$ cat config.mk
export PLATFORM = sky130hd
export DESIGN_NAME = nnra_divider
export DESIGN_NICKNAME = d
export VERILOG_FILES = /design/src/rtl/core/nnra_pkg.sv /design/src/rtl/core/nnra_divider.sv
export SDC_FILE = /design/constraint.sdc
export NUM_CORES = 2
export LEC_CHECK = 0
export ABC_AREA = 1
export BUFFER_PORTS_ARGS = -buffer_cell sky130_fd_sc_hd__buf_2
export CORE_ASPECT_RATIO = 1.5
export CORE_UTILIZATION = 25
export DETAILED_ROUTE_END_ITERATION = 10
export GPL_ROUTABILITY_DRIVEN = 0
export PLACE_DENSITY_LB_ADDON = 0.12
export SLEW_MARGIN = 25
export SYNTH_ARGS = -nofsm -noshare
export SYNTH_HDL_FRONTEND = slang
export SYNTH_SLANG_ARGS = --single-unit
$ cat constraint.sdc
create_clock -name clk -period 3.23 [get_ports clk]
set_input_delay 0.646 -clock clk [delete_from_list [all_inputs] [get_ports clk]]
set_output_delay 0.646 -clock clk [all_outputs]
set_load 0.005 [all_outputs]
$ cat src/rtl/core/nnra_pkg.sv
// ----------------------------------------------------------------------------
// nnra_pkg
// Shared widths, register codes, derived-config type and helpers for the
// nearest-neighbor resize address generator.
// ----------------------------------------------------------------------------
package nnra_pkg;

    localparam int MAX_DIM  = 4096;
    localparam int INDEX_W  = 40;
    localparam int FRAC_W   = 16;

    localparam int COORD_W  = $clog2(MAX_DIM);
    localparam int DIM_W    = COORD_W + 1;
    localparam int RATIO_W  = 32;
    localparam int AREA_W   = 2 * COORD_W + 1;
    localparam int PROD_W   = COORD_W + RATIO_W;
    localparam int SC_W     = PROD_W + 1 - FRAC_W;
    localparam int LO_W     = INDEX_W / 2;
    localparam int HI_W     = INDEX_W - LO_W;
    localparam int PLO_W    = LO_W + AREA_W;
    localparam int PHI_W    = HI_W + AREA_W;
    localparam int ROWOFF_W = COORD_W + DIM_W;

    localparam int IN_TDATA_W   = ((INDEX_W + 7) / 8) * 8;
    localparam int OUT_FIELDS_W = 2 * INDEX_W + 2 * COORD_W;
    localparam int OUT_TDATA_W  = ((OUT_FIELDS_W + 7) / 8) * 8;

    localparam int APB_DATA_W = 32;
    localparam int REG_IDX_W  = 3;
    localparam int APB_ADDR_W = REG_IDX_W + 2;

    localparam logic [RATIO_W-1:0] RATIO_ONE = RATIO_W'(64'd1 << FRAC_W);
    localparam logic [PROD_W:0]    ROUND_HALF = (PROD_W + 1)'(64'd1 << (FRAC_W - 1));

    typedef enum logic [REG_IDX_W-1:0] {
        REG_IN_ROWS      = 3'd0,
        REG_IN_COLS      = 3'd1,
        REG_OUT_ROWS     = 3'd2,
        REG_OUT_COLS     = 3'd3,
        REG_CORNER_ALIGN = 3'd4,
        REG_ROW_RATIO    = 3'd5,
        REG_COL_RATIO    = 3'd6
    } nnra_reg_t;

    typedef struct packed {
        logic [DIM_W-1:0]   out_rows;
        logic [DIM_W-1:0]   out_cols;
        logic [DIM_W-1:0]   in_cols;
        logic [COORD_W-1:0] row_max;
        logic [COORD_W-1:0] col_max;
        logic [AREA_W-1:0]  area;
        logic               corner_align;
        logic [RATIO_W-1:0] row_ratio;
        logic [RATIO_W-1:0] col_ratio;
    } nnra_cfg_t;

    localparam nnra_cfg_t CFG_RESET = '{
        out_rows:     DIM_W'(1),
        out_cols:     DIM_W'(1),
        in_cols:      DIM_W'(1),
        row_max:      '0,
        col_max:      '0,
        area:         AREA_W'(1),
        corner_align: 1'b0,
        row_ratio:    RATIO_ONE,
        col_ratio:    RATIO_ONE
    };

    // Zero counts as one, anything above the maximum counts as the maximum.
    function automatic logic [DIM_W-1:0] eff_dim(input logic [DIM_W-1:0] v);
        logic [DIM_W-1:0] r;
        if (v == '0)
            r = DIM_W'(1);
        else if (v > DIM_W'(MAX_DIM))
            r = DIM_W'(MAX_DIM);
        else
            r = v;
        return r;
    endfunction

endpackage

$ cat src/rtl/core/nnra_divider.sv
// ----------------------------------------------------------------------------
// nnra_divider
// Pipelined restoring divider: one quotient bit per stage, with a sideband
// that travels alongside each item.
// ----------------------------------------------------------------------------
module nnra_divider (
    input  logic                          clk,
    input  logic                          rst_n,
    input  logic                          en,
    input  logic                          in_valid,
    input  logic [nnra_pkg::INDEX_W-1:0]  in_num,
    input  logic [nnra_pkg::COORD_W-1:0]  in_side,
    input  logic [nnra_pkg::DIM_W-1:0]    divisor,
    output logic                          out_valid,
    output logic [nnra_pkg::INDEX_W-1:0]  out_quo,
    output logic [nnra_pkg::COORD_W-1:0]  out_rem,
    output logic [nnra_pkg::COORD_W-1:0]  out_side
);

    logic                         valid_reg [0:nnra_pkg::INDEX_W];
    logic [nnra_pkg::INDEX_W-1:0] num_reg   [0:nnra_pkg::INDEX_W];
    logic [nnra_pkg::COORD_W-1:0] rem_reg   [0:nnra_pkg::INDEX_W];
    logic [nnra_pkg::COORD_W-1:0] side_reg  [0:nnra_pkg::INDEX_W];

    always_ff @(posedge clk or negedge rst_n)
    begin
        if (!rst_n)
        begin
            valid_reg[0] <= 1'b0;
        end
        else if (en)
        begin
            valid_reg[0] <= in_valid;
        end
    end

    always_ff @(posedge clk)
    begin
        if (en)
        begin
            num_reg[0]  <= in_num;
            rem_reg[0]  <= '0;
            side_reg[0] <= in_side;
        end
    end

    // num_reg shifts the dividend out at the top and the quotient in at the bottom
    for (genvar k = 0; k < nnra_pkg::INDEX_W; k++)
    begin : gen_step
        logic [nnra_pkg::DIM_W-1:0]   trial;
        logic                         fits;
        logic [nnra_pkg::COORD_W-1:0] rem_next;
        logic [nnra_pkg::INDEX_W-1:0] num_next;

        always_comb
        begin
            trial    = {rem_reg[k], num_reg[k][nnra_pkg::INDEX_W-1]};
            fits     = (trial >= divisor);
            rem_next = fits ? nnra_pkg::COORD_W'(trial - divisor)
                            : trial[nnra_pkg::COORD_W-1:0];
            num_next = {num_reg[k][nnra_pkg::INDEX_W-2:0], fits};
        end

        always_ff @(posedge clk or negedge rst_n)
        begin
            if (!rst_n)
            begin
                valid_reg[k+1] <= 1'b0;
            end
            else if (en)
            begin
                valid_reg[k+1] <= valid_reg[k];
            end
        end

        always_ff @(posedge clk)
        begin
            if (en)
            begin
                num_reg[k+1]  <= num_next;
                rem_reg[k+1]  <= rem_next;
                side_reg[k+1] <= side_reg[k];
            end
        end
    end

    assign out_valid = valid_reg[nnra_pkg::INDEX_W];
    assign out_quo   = num_reg[nnra_pkg::INDEX_W];
    assign out_rem   = rem_reg[nnra_pkg::INDEX_W];
    assign out_side  = side_reg[nnra_pkg::INDEX_W];

endmodule

# Word level (Yosys, flattened, before mapping)
# Memories as Yosys holds them, arrays and structs flattened.
# Cells that the tools add are included.
# totals
mem_count,3
input_bits,69
latch_bits,0
rom_bits,0
out_inout_bits,65
wordCells,166
ram_bits,2624
regBits,41
# memory_table
name,depth,word_bits,read_ports,rd_ports_with_merged_regs,wr,line,source
num_reg,41,40,41,0,41,nnra_divider.sv:21,logic [nnra_pkg::INDEX_W-1:0] num_reg [0:nnra_pkg::INDEX_W];
rem_reg,41,12,41,0,41,nnra_divider.sv:22,logic [nnra_pkg::COORD_W-1:0] rem_reg [0:nnra_pkg::INDEX_W];
side_reg,41,12,41,0,41,nnra_divider.sv:23,logic [nnra_pkg::COORD_W-1:0] side_reg [0:nnra_pkg::INDEX_W];
# op_classes
mul,0
reduce_logical,0
n_mux,42
div_mod_pow,0
order_cmp,40
n_addsub,40
shift,0
eq_ne,0
bitwise,0
# op_table
cell,n
13-bit >= comparator,40
12-bit two-way mux,40
12-bit subtractor,40
1-bit two-way mux,2

# Longest topological paths before layout
# logic_depth
word_depth,2
ltp_mapped,12
mapped_depth_nobuf,11

# Least setup slack after synthesis
# No wires, ideal clock.
# synth_path
path_kind,input port to flip-flop
start,input divisor[8] in the netlist's numbering
end,"memory rem_reg[15][6] in the netlist's numbering, data pin"
cell_stages,11
arrival_time_ns,2.671
path_slack_ns,0.306
required_ns,2.977
setup_ns,0.253
cell_sequence,inv_1 ha_1 nand2_1 inv_1 nand2_1 nand2_2 a21oi_4 nand3_4 buf_12 nand2_1 nand2_1
# synth_rtl
item,line,source
from (decl),nnra_divider.sv:13,"input logic [nnra_pkg::DIM_W-1:0] divisor,"
to (decl),nnra_divider.sv:22,

==> impl_metrics.yaml <==
sta:
  tns_ns: 0
  relSlewSlack: 0.550
  slew_viol_final: 0
  max_freq_ghz: 0.418
  final-hold-violation-count: 0
  rsz0062_at_grt: "no"
  setup_viol: 0
  tightest_slew_ns: 0.675
  min_period_ns: 2.39
  worst_clock_skew_ns: 0.0630
  finalCritPeriodShare: 0.741
routing:
  drt_pre_antenna_iters: 9
  wl_per_cell_um: 15.7
  vias: 71800
  first_iter_violations: 3653
  drt_drc_violations_left: 2
  vias_per_cell: 4.11
  wl_mm: 275
  ant_nets: 0
placed_design:
  dp_hpwl_mm: 194
  port-buffer-count: 133
yosys:
  yosysTopAreaCell: "edfxtp_1"
  yosys.area.top_type_share: 0.667
  ys_types: 35
  mappedNetlistArea_mm2: 0.118
  ys_warn_count: 0
  synth_area_leaders: "edfxtp_1, nand2_1, ha_1"
  syn_nets: 10300
  synth_cells: 9673
  ys_ff_latch: 2653
  syn_avg_cell_area_um2: 12.2
  ys_seq_area_frac: 0.676
outcome:
  status: "finished with violations"
  failed_checks: "design-rule violations"
floorplan:
  design.core.area_mm2: 0.469
  dieWidth_um: 562
  start_util: 0.251
  rows: 308
  die_y_um: 842
  ios: 134
  die_area_mm2: 0.473
layout:
  layout.nets: 11600
  seqCellArea_mm2: 0.0795
  multi_input_area_mm2: 0.0319
  drive_above_1_share: 0.177
  largest_register_ffs: 1640
  area_growth_pct: 22.4
  fill_cells: 47500
grt:
  overflow: 0
  grt_pass1_vias: 75400
  grt_max_degree: 108
  grt_pass1_wl_mm: 424
  track_usage: 0.114
  antenna_found_initial: 7
worst_setup_path:
  ff2ff_setup_slack_ns: 0.84
  path_buf_inv: 2
  slowest_delay_ns: 0.43
  crit_type: "reg -> reg"
  cp-end-kind: "flop"
  rr_endpoint: "rem_reg[9][3]"
  critPathArrivalTime_ns: 3.06
  required_ns: 3.89
  crit_family: "simple AND/OR/NAND/NOR gates"
  path_cells: "ha_1, nand2_1, nor2_1, and2_1, nand2_2, nand3_2, buf_4, o21ai_1, buf_4"
  start_kind: "flop"
  cp_common_cell: "buf_4"
  rr_worst_depth: 9
  critPathMaxFanout: 11
  regToRegStartpoint: "rem_reg[8][18]"
  crit_slowest_cell: "edfxtp_1"
pwr:
  switching_share: 0.338
  clkPwrFrac: 0.278
  p_per_area_mw_per_mm2: 855
  internal_power_mw: 81.4
  leakage_nw: 60.4
  ir_drop_v: 0.000415
  seq_power_share: 0.386
  comb_power_share: 0.337
  power.switching_mw: 41.6
  finalPower_mw: 123
hold_path:
  min_to: "num_reg[0][41]"
  hp-class: "in -> reg"
  min_path_cells: 1
  hp-start: "en"
clock_network:
  post-cts-setup-buffer-count: 0
  root_buffer: "clkbuf_16"
  cts_hold_buf: 54
  cts.sinks: 2653
  cts.clk_slew.worst_paths_ns: 0.06
  cts_tree: "yes"
  clk-insertion-delay-late_ns: 0.95
  cts_buffers: 303
  clock_path_buffers: 4
  htree_levels: 5
  cts_resized: 0
job:
  maxCapViolations: 0
-- cells in the mapped netlist (all sizes together) --
| library cell | instances |
|---|---|
| a21oi | 241 |
| and2 | 39 |
| buf | 103 |
| clkbuf | 9 |
| dfrtp | 41 |
| edfxtp | 2612 |
| fa | 39 |
| ha | 509 |
| inv | 1368 |
| mux2 | 1 |
| nand2 | 2677 |
| nand3 | 613 |
| nand3b | 39 |
| nand4 | 393 |
| nor2 | 496 |
| nor3 | 2 |
| nor4 | 2 |
| o21ai | 280 |
| xnor2 | 39 |
| xor2 | 170 |
-- cell usage in the layout (no fill, tap or decap), types with 130 or more instances in the layout --
cell and count:
buf_2 130, inv_1 1356, ha_1 509, nand4_1 380
nand3_2 145, nand2_1 2584, o21ai_0 174, clkbuf_16 305
xor2_1 170, nor2_1 417, buf_4 843, nand3_1 455
edfxtp_1 2612, a21oi_1 202
-- power by group through the flow --
stage	logic, mW	clock network [mW]	registers (mW)
floorplan	27.1	0	46.5
global placement	41.5	0	48.4
detailed placement	41.6	0	48.3
CTS	41.9	36.1	47.7
global route	46.7	37.1	48.0
finish	41.4	34.2	47.5
-- per-layer routing --
layer / part of all wire / global-route usage / up-vias
li1: - / - / 35900
met1: 0.40 / 0.126 / 34300
met2: 0.53 / 0.215 / 1096
met3: 0.034 / 0.0167 / 560
met4: 0.043 / 0.0493 / 0
met5: 0 / 0 / -
-- worst max path at each step --
stage | from | to | slack, ns | cells after the start
2_1_floorplan | divisor[8] | rem_reg[15][6] | 0.31 | 11
3_3_place_gp | divisor[1] | rem_reg[2][1] | 0.08 | 14
3_5_place_dp | divisor[1] | rem_reg[2][1] | 0.1 | 14
4_1_cts | num_reg[0][359] | rem_reg[4][18] | 0.78 | 11
5_1_grt | rem_reg[8][18] | rem_reg[9][3] | 0.72 | 9
6_report | rem_reg[8][18] | rem_reg[9][3] | 0.84 | 9
-- cell families after synthesis --
group / after synthesis / share of synthesized area
AOI/OAI and AO/OA: 521 / 0.0272
xor gates and xnor gates: 209 / 0.0156
adders and majority gates: 548 / 0.0608
buffers and inverters: 1480 / 0.0530
DFF: 2653 / 0.676
muxes: 1 / 0.0000958
and+or+nand+nor: 4261 / 0.168
-- through the flow --
stage | cells | util | setup slack (ns) | hold slack (ns) | area, um2
2_1_floorplan | 9673 | - | 0.306 | 0.350 | 118000
3_3_place_gp | 16900 | 0.285 | 0.0796 | 0.400 | 134000
3_5_place_dp | 16900 | 0.285 | 0.0952 | 0.405 | 134000
4_1_cts | 17500 | 0.307 | 0.781 | 0.0465 | 144000
5_1_grt | 17500 | 0.307 | 0.720 | 0.0819 | 144000
6_report | 17500 | 0.307 | 0.837 | 0.141 | 144000
-- cell type report --
| type | count | area share |
|---|---|---|
| well taps | 6200 | 0.0539 |
| diodes | 3 | 0.0000521 |
| repair buffers | 1148 | 0.0691 |
| clock buffers | 358 | 0.0544 |
| inverters | 1368 | 0.0357 |
| clock inverters | 187 | 0.0134 |
| multi-input cells | 5540 | 0.222 |
| flip-flops and latches | 2653 | 0.552 |
No activity file was read; power rests on OpenSTA's default activity.
