`src/rtl/core/nnra_pkg.sv`:
```
// ----------------------------------------------------------------------------
// nnra_pkg
// Shared widths, register codes, derived-config type and helpers for the
// nearest-neighbor resize address generator.
// ----------------------------------------------------------------------------
package nnra_pkg;

    localparam int MAX_DIM  = 4096;
    localparam int INDEX_W  = 40;
    localparam int FRAC_W   = 16;

    localparam int COORD_W  = $clog2(MAX_DIM);
    localparam int DIM_W    = COORD_W + 1;
    localparam int RATIO_W  = 32;
    localparam int AREA_W   = 2 * COORD_W + 1;
    localparam int PROD_W   = COORD_W + RATIO_W;
    localparam int SC_W     = PROD_W + 1 - FRAC_W;
    localparam int LO_W     = INDEX_W / 2;
    localparam int HI_W     = INDEX_W - LO_W;
    localparam int PLO_W    = LO_W + AREA_W;
    localparam int PHI_W    = HI_W + AREA_W;
    localparam int ROWOFF_W = COORD_W + DIM_W;

    localparam int IN_TDATA_W   = ((INDEX_W + 7) / 8) * 8;
    localparam int OUT_FIELDS_W = 2 * INDEX_W + 2 * COORD_W;
    localparam int OUT_TDATA_W  = ((OUT_FIELDS_W + 7) / 8) * 8;

    localparam int APB_DATA_W = 32;
    localparam int REG_IDX_W  = 3;
    localparam int APB_ADDR_W = REG_IDX_W + 2;

    localparam logic [RATIO_W-1:0] RATIO_ONE = RATIO_W'(64'd1 << FRAC_W);
    localparam logic [PROD_W:0]    ROUND_HALF = (PROD_W + 1)'(64'd1 << (FRAC_W - 1));

    typedef enum logic [REG_IDX_W-1:0] {
        REG_IN_ROWS      = 3'd0,
        REG_IN_COLS      = 3'd1,
        REG_OUT_ROWS     = 3'd2,
        REG_OUT_COLS     = 3'd3,
        REG_CORNER_ALIGN = 3'd4,
        REG_ROW_RATIO    = 3'd5,
        REG_COL_RATIO    = 3'd6
    } nnra_reg_t;

    typedef struct packed {
        logic [DIM_W-1:0]   out_rows;
        logic [DIM_W-1:0]   out_cols;
        logic [DIM_W-1:0]   in_cols;
        logic [COORD_W-1:0] row_max;
        logic [COORD_W-1:0] col_max;
        logic [AREA_W-1:0]  area;
        logic               corner_align;
        logic [RATIO_W-1:0] row_ratio;
        logic [RATIO_W-1:0] col_ratio;
    } nnra_cfg_t;

    localparam nnra_cfg_t CFG_RESET = '{
        out_rows:     DIM_W'(1),
        out_cols:     DIM_W'(1),
        in_cols:      DIM_W'(1),
        row_max:      '0,
        col_max:      '0,
        area:         AREA_W'(1),
        corner_align: 1'b0,
        row_ratio:    RATIO_ONE,
        col_ratio:    RATIO_ONE
    };

    // Zero counts as one, anything above the maximum counts as the maximum.
    function automatic logic [DIM_W-1:0] eff_dim(input logic [DIM_W-1:0] v);
        logic [DIM_W-1:0] r;
        if (v == '0)
            r = DIM_W'(1);
        else if (v > DIM_W'(MAX_DIM))
            r = DIM_W'(MAX_DIM);
        else
            r = v;
        return r;
    endfunction

endpackage

```
`src/rtl/core/nnra_map.sv`:
```
// ----------------------------------------------------------------------------
// nnra_map
// Scales output row and column to source coordinates, clamps them and forms
// the linear source index over four register stages.
// ----------------------------------------------------------------------------
module nnra_map (
    input  logic                          clk,
    input  logic                          rst_n,
    input  logic                          en,
    input  nnra_pkg::nnra_cfg_t           cfg,
    input  logic                          in_valid,
    input  logic [nnra_pkg::INDEX_W-1:0]  in_plane,
    input  logic [nnra_pkg::COORD_W-1:0]  in_row,
    input  logic [nnra_pkg::COORD_W-1:0]  in_col,
    output logic                          out_valid,
    output logic [nnra_pkg::INDEX_W-1:0]  out_src,
    output logic [nnra_pkg::INDEX_W-1:0]  out_plane,
    output logic [nnra_pkg::COORD_W-1:0]  out_row,
    output logic [nnra_pkg::COORD_W-1:0]  out_col
);

    // Stage A: products
    logic                          a_valid_reg;
    logic [nnra_pkg::PROD_W-1:0]   a_prow_reg, a_prow_next;
    logic [nnra_pkg::PROD_W-1:0]   a_pcol_reg, a_pcol_next;
    logic [nnra_pkg::PLO_W-1:0]    a_plo_reg, a_plo_next;
    logic [nnra_pkg::HI_W-1:0]     a_phi_reg, a_phi_next;
    logic [nnra_pkg::PHI_W-1:0]    phi_full;
    logic [nnra_pkg::INDEX_W-1:0]  a_plane_reg;

    // Stage B: rounded, clamped coordinates and plane base
    logic                          b_valid_reg;
    logic [nnra_pkg::COORD_W-1:0]  b_row_reg, b_row_next;
    logic [nnra_pkg::COORD_W-1:0]  b_col_reg, b_col_next;
    logic [nnra_pkg::INDEX_W-1:0]  b_base_reg, b_base_next;
    logic [nnra_pkg::INDEX_W-1:0]  b_plane_reg;
    logic [nnra_pkg::PROD_W:0]     half;
    logic [nnra_pkg::PROD_W:0]     rrow_sum, rcol_sum;
    logic [nnra_pkg::SC_W-1:0]     srow, scol;

    // Stage C: row offset
    logic                          c_valid_reg;
    logic [nnra_pkg::ROWOFF_W-1:0] c_rowoff_reg, c_rowoff_next;
    logic [nnra_pkg::COORD_W-1:0]  c_row_reg, c_col_reg;
    logic [nnra_pkg::INDEX_W-1:0]  c_base_reg, c_plane_reg;

    // Stage D: output
    logic                          d_valid_reg;
    logic [nnra_pkg::INDEX_W-1:0]  d_src_reg, d_src_next;
    logic [nnra_pkg::INDEX_W-1:0]  d_plane_reg;
    logic [nnra_pkg::COORD_W-1:0]  d_row_reg, d_col_reg;

    always_comb
    begin
        a_prow_next = nnra_pkg::PROD_W'(in_row) * nnra_pkg::PROD_W'(cfg.row_ratio);
        a_pcol_next = nnra_pkg::PROD_W'(in_col) * nnra_pkg::PROD_W'(cfg.col_ratio);
        a_plo_next  = nnra_pkg::PLO_W'(in_plane[nnra_pkg::LO_W-1:0])
                    * nnra_pkg::PLO_W'(cfg.area);
        phi_full    = nnra_pkg::PHI_W'(in_plane[nnra_pkg::INDEX_W-1:nnra_pkg::LO_W])
                    * nnra_pkg::PHI_W'(cfg.area);
        a_phi_next  = phi_full[nnra_pkg::HI_W-1:0];
    end

    always_comb
    begin
        half       = cfg.corner_align ? nnra_pkg::ROUND_HALF : '0;
        rrow_sum   = {1'b0, a_prow_reg} + half;
        rcol_sum   = {1'b0, a_pcol_reg} + half;
        srow       = rrow_sum[nnra_pkg::PROD_W:nnra_pkg::FRAC_W];
        scol       = rcol_sum[nnra_pkg::PROD_W:nnra_pkg::FRAC_W];
        b_row_next = (srow < nnra_pkg::SC_W'(cfg.row_max))
                   ? srow[nnra_pkg::COORD_W-1:0] : cfg.row_max;
        b_col_next = (scol < nnra_pkg::SC_W'(cfg.col_max))
                   ? scol[nnra_pkg::COORD_W-1:0] : cfg.col_max;
        b_base_next = nnra_pkg::INDEX_W'(a_plo_reg) + {a_phi_reg, {nnra_pkg::LO_W{1'b0}}};
    end

    always_comb
    begin
        c_rowoff_next = nnra_pkg::ROWOFF_W'(b_row_reg) * nnra_pkg::ROWOFF_W'(cfg.in_cols);
        d_src_next    = c_base_reg + nnra_pkg::INDEX_W'(c_rowoff_reg)
                      + nnra_pkg::INDEX_W'(c_col_reg);
    end

    always_ff @(posedge clk or negedge rst_n)
    begin
        if (!rst_n)
        begin
            a_valid_reg <= 1'b0;
            b_valid_reg <= 1'b0;
            c_valid_reg <= 1'b0;
            d_valid_reg <= 1'b0;
        end
        else if (en)
        begin
            a_valid_reg <= in_valid;
            b_valid_reg <= a_valid_reg;
            c_valid_reg <= b_valid_reg;
            d_valid_reg <= c_valid_reg;
        end
    end

    always_ff @(posedge clk)
    begin
        if (en)
        begin
            a_prow_reg   <= a_prow_next;
            a_pcol_reg   <= a_pcol_next;
            a_plo_reg    <= a_plo_next;
            a_phi_reg    <= a_phi_next;
            a_plane_reg  <= in_plane;

            b_row_reg    <= b_row_next;
            b_col_reg    <= b_col_next;
            b_base_reg   <= b_base_next;
            b_plane_reg  <= a_plane_reg;

            c_rowoff_reg <= c_rowoff_next;
            c_row_reg    <= b_row_reg;
            c_col_reg    <= b_col_reg;
            c_base_reg   <= b_base_reg;
            c_plane_reg  <= b_plane_reg;

            d_src_reg    <= d_src_next;
            d_plane_reg  <= c_plane_reg;
            d_row_reg    <= c_row_reg;
            d_col_reg    <= c_col_reg;
        end
    end

    assign out_valid = d_valid_reg;
    assign out_src   = d_src_reg;
    assign out_plane = d_plane_reg;
    assign out_row   = d_row_reg;
    assign out_col   = d_col_reg;

endmodule

```
`config.mk`:
```
export PLATFORM = sky130hd
export DESIGN_NAME = nnra_map
export DESIGN_NICKNAME = d
export VERILOG_FILES = /design/src/rtl/core/nnra_pkg.sv /design/src/rtl/core/nnra_map.sv
export SDC_FILE = /design/constraint.sdc
export NUM_CORES = 2
export LEC_CHECK = 0
export BUFFER_PORTS_ARGS = -buffer_cell sky130_fd_sc_hd__buf_2
export CAP_MARGIN = 0
export CORE_MARGIN = 3
export CORE_UTILIZATION = 37
export CTS_CLUSTER_DIAMETER = 80
export DETAILED_ROUTE_END_ITERATION = 16
export PLACE_DENSITY = 0.53
export SLEW_MARGIN = 15
export SYNTH_ARGS = -nofsm -noshare
export SYNTH_HDL_FRONTEND = slang
export SYNTH_SLANG_ARGS = --single-unit
```
`constraint.sdc`:
```
create_clock -name clk -period 8.51 [get_ports clk]
set_input_delay 0 -clock clk [delete_from_list [all_inputs] [get_ports clk]]
set_output_delay 0 -clock clk [all_outputs]
set_load 0.03 [all_outputs]
```
# Word-level counts from Yosys, hierarchy flattened
# Index checks and enable logic that the tools add are counted.
[totals] wordCells=37 output_inout_bits=105 reg_bits=529
[op_classes] addsub=5 magnitude_cmp=2 mux=3 n_mul=5
[ops] cell="$add 44x16->45" n=2
[ops] cell="$mul 12x32->44" n=2
[ops] cell="$lt 29x12->1" n=2
[ops] cell="$add 40x12->40" n=1
[ops] cell="$add 40x25->40" n=1
[ops] cell="$add 40x40->40" n=1
[ops] cell="$mul 20x25->40" n=1
[ops] cell="$mul 12x13->25" n=1
[ops] cell="$mul 20x25->20" n=1
[ops] cell="$mux 12" n=2
[ops] cell="$mux 16" n=1

# Depth between registers and ports, before layout
[depth] depth_word=4 mapped_depth=30

# Worst setup path before layout
# No wires, ideal clock.
[synth_timing] kind="input port to flip-flop" start="input port cfg[76] (netlist bit)" end="register a_plo_reg[38] (netlist bit) (data pin)" path_stages=27 setup_slack_ns=1.834 required_ns=8.252 arrival_ns=6.419 setup_ns=0.258 path_buffers=2 path_cell_list="clkbuf_1 clkbuf_1 and2_1 fa_1 fa_1 inv_1 fa_1 inv_1 fa_1 fa_1 fa_1 inv_1 fa_1 inv_1 ha_1 a21o_1 a21o_1 a21o_1 a31oi_1 o21ai_0 a221oi_2 a211oi_1 a41oi_1 o31ai_1 o21a_1 nor2_1 xnor2_1"
[synth_via] elab_chain_cells=1
[synth_rtl] element="from (decl)" line_no="nnra_map.sv:10" source="input nnra_pkg::nnra_cfg_t cfg,"
[synth_rtl] element="$mul 20x25->40" line_no="nnra_map.sv:58" source="* nnra_pkg::PLO_W'(cfg.area);"
[synth_rtl] element="via a_plo_next, one bit" line_no="nnra_map.sv:26" source="logic [nnra_pkg::PLO_W-1:0] a_plo_reg, a_plo_next;"
[synth_rtl] element="to (signal assigned)" line_no="nnra_map.sv:109" source="a_plo_reg <= a_plo_next;"
[synth_rtl] element="to (decl)" line_no="nnra_map.sv:26"
# The timed path passes the listed nets, and every way through them passes these cells.
# A chain may end at the register's enable or synchronous reset.

# Final worst setup path
[layout_timing] start="input port in_plane[3] (netlist bit)" end="register a_plo_reg[38] (netlist bit) (data pin)"
[layout_via] elab_chain_cells=1
[layout_rtl] element="from (decl)" line_no="nnra_map.sv:12" source="input logic [nnra_pkg::INDEX_W-1:0] in_plane,"
[layout_rtl] element="$mul 20x25->40" line_no="nnra_map.sv:58"
[layout_rtl] element="via a_plo_next, one bit" line_no="nnra_map.sv:26"
# The timed path passes the listed nets, and every way through them passes these cells.

==> reports/qor.csv <==
metric;value;unit
syn nets;8604;
post-synth cell types;76;
CTS H-tree depth;2;
vias in the first global route;49800;
gr usage total;0.192;
total negative slack;0;ns
cells after synthesis;6629;
Worst EP required;8.93;ns
Crit Path Max Fanout;26;
FMAX;0.131;GHz
r2r worst-path depth;21;
total core area;0.180;mm^2
clk_skew;0.0589;ns
Hold Crit Class;in -> reg;
Final ANT Viol Nets;0;
CP Buf/Inv Count;8;
outcome;complete, no violations;
fill count;17500;
Die Y;433;um
Mapped Area;0.0673;mm^2
critical path arrival;8.04;ns
DR pass1 iterations;7;
Crit Path Category;in -> reg;
Starting Density;0.375;
via/cell ratio;4.89;
final setup violating endpoints;0;
Routed WL;172000;um
worst slew pin tran;1.20;ns
final hold violations;0;
ys async rst share;0.00802;
CTS Buf Count;57;
Initial DRC Count;2245;
total number of vias;45100;
Clock Tree Root;clkbuf_16;
initial antenna violation count;12;
worst r2r src;b_row_reg[3]$_DFFE_PP_;
GRT overflow;0;
FF+latch area;0.0150;mm^2
I/O pins;326;
mean post-synth cell area;10.2;um^2
Critical Path Start Type;input pin;
NumNets Final;8793;
EDFF count, synth;495;
DIE AREA;0.187;mm^2
Max Cap Viol;0;
RSZ-0062 raised after global routing;false;
Worst R2R End;c_rowoff_reg[24]$_DFFE_PP_;
Seq/Total Area, Yosys;0.222;
largest net degree at the start of global routing;125;
CP max stage delay;0.65;ns
critical path capture point type;flop;
max_slew headroom;0.193;
Die Width;433;um
Pins Over Slew Limit;0;
worst-path cell with the longest stage delay;a211oi_1;
fin crit period;7.62;ns
final RePlAce weighted congestion;0.822;
r2r setup slk;2.28;ns
Critical Path Sink;a_plo_reg[38]$_DFFE_PP_;
stages on the worst setup path;26;
share of layout cells above drive strength 1;0.0721;
predominant post-synthesis flop cell;edfxtp_1;
cell family with most CP delay;adder cells;
row count;155;
period utilization;0.896;
DRC;0;
Clock Latency Late Sink;0.68;ns
crit path launch;in_plane[3];
CTS tree;built;
Area Overhead vs Synth;9.52;%
clk slew on worst S/H paths;0.06;ns
first-pass GRT wire length;279000;um
wire per inst;18.6;um
CP dominant cell by count;fa_1;
Yosys reg bits;499;
Multi-input gate area;0.0462;mm^2
deepest clock path buffer count;3;
CTS sink cnt;499;
setup bufs post-CTS;0;
PortBufs;299;
Syn. warnings;0;
hpwl dp;133000;um
-- per-layer routing --
layer  part of all wire  GRT usage  vias to the layer above
met5           0.000076          0                        -
met4              0.034     0.0605                        2
met3              0.046     0.0230                      237
met2               0.49      0.332                      982
met1               0.43      0.250                    23400
li1                   -          -                    20500
-- worst register-to-register path: cells and delay by family (launching register included) --
kind | cells | cell delay, ns
buffers and inverters | 3 | 0.15
DFF | 1 | 0.81
and+or+nand+nor | 1 | 0.20
adders and majority gates | 6 | 2.54
AOI/OAI and AO/OA | 10 | 2.09
xor gates and xnor gates | 1 | 0.15
-- metrics by stage --
step / std cells / util / hold WS, ns / setup WS, ns / instance area (um^2)
final: 9230 / 0.410 / 0.0644 / 0.886 / 73700
after global routing: 9227 / 0.410 / 0.0231 / 0.550 / 73700
after CTS: 9221 / 0.410 / 0.000923 / 0.927 / 73700
after detailed placement: 9046 / 0.396 / -0.191 / 0.722 / 71100
after global placement: 9046 / 0.396 / -0.195 / 0.829 / 71100
after floorplan: 6629 / - / -0.296 / 1.83 / 67300
-- cell families after synthesis --
| family | share of synthesized area |
|---|---|
| buffers and inverters | 0.0919 |
| AND/OR/NAND/NOR | 0.144 |
| AO/OA/AOI/OAI | 0.0393 |
| flip-flops | 0.222 |
| adder cells (fa/ha/maj) | 0.467 |
| XOR/XNOR | 0.0302 |
| multiplexers | 0.00530 |
-- worst min path at each step --
| stage | start | to | slack, ns | cells after the start |
|---|---|---|---|---|
| global placement | rst_n | out_valid$_DFFE_PN0P_ | -0.19 | 1 |
| floorplan | rst_n | a_valid_reg$_DFFE_PN0P_ | -0.30 | 0 |
| CTS | in_plane[14] | a_plane_reg[14]$_DFFE_PP_ | 0.0009 | 2 |
| finish | in_plane[14] | a_plane_reg[14]$_DFFE_PP_ | 0.06 | 2 |
| global route | in_plane[14] | a_plane_reg[14]$_DFFE_PP_ | 0.02 | 2 |
| detailed placement | rst_n | out_valid$_DFFE_PN0P_ | -0.19 | 1 |
-- synthesized netlist by cell type (all sizes together), types with 5 or more instances --
cell type,number,area [um^2]
a31oi,14,87.6
nor2b,33,206
o211ai,11,87.6
inv,1357,5090
a21oi,118,594
and2,576,3600
xnor2,168,1470
edfxtp,495,14900
o21a,31,233
a21boi,6,45.0
or3,7,43.8
a211oi,11,87.6
o22ai,7,43.8
o31ai,9,67.6
a21o,67,503
mux2,29,327
o21ai,65,325
clkbuf,286,1070
fa,1261,25200
and3,29,181
nand2b,25,156
buf,5,20.0
nor3,53,270
nand2,1130,4240
and4,5,43.8
ha,493,6170
nand3,41,205
xor2,64,561
nor2,123,462
nor4,6,37.5
nand4,20,125
o21bai,17,128
-- layout by cell type (no fill, tap or decap), types with 10 or more instances in the layout --
| cell type | count |
|---|---|
| inv_1 | 1357 |
| fa_1 | 1261 |
| nand2_1 | 1130 |
| and2_1 | 576 |
| edfxtp_1 | 495 |
| ha_1 | 493 |
| buf_2 | 298 |
| xnor2_1 | 168 |
| nor2_1 | 123 |
| a21oi_1 | 117 |
| dlygate4sd3_1 | 68 |
| a21o_1 | 67 |
| xor2_1 | 64 |
| o21ai_0 | 59 |
| clkbuf_16 | 58 |
| buf_4 | 53 |
| nor3_1 | 52 |
| nand3_1 | 41 |
| nor2b_1 | 33 |
| o21a_1 | 31 |
| and3_1 | 29 |
| mux2_2 | 29 |
| nand2b_1 | 25 |
| nand4_1 | 20 |
| o21bai_1 | 17 |
| a31oi_1 | 14 |
| clkinvlp_4 | 12 |
| o211ai_1 | 10 |
| a211oi_1 | 10 |
-- area by class of cell --
cell class,instances,area share
diodes,9,0.000306
flip-flops and latches,499,0.203
repair buffers,421,0.0353
clock inverters,43,0.00613
clock buffers,64,0.0200
multi-input cells,4482,0.626
well taps,2355,0.0400
inverters,1357,0.0691
-- what timing repair did --
item,4_1_cts,5_1_grt
hold buffers,68,0
hold endpoints to repair,171,0
gates resized for setup,0,0
Power is left out: the tool's default activity adds up to more than one toggle a clock period on the data nets, which glitch-free logic cannot reach.
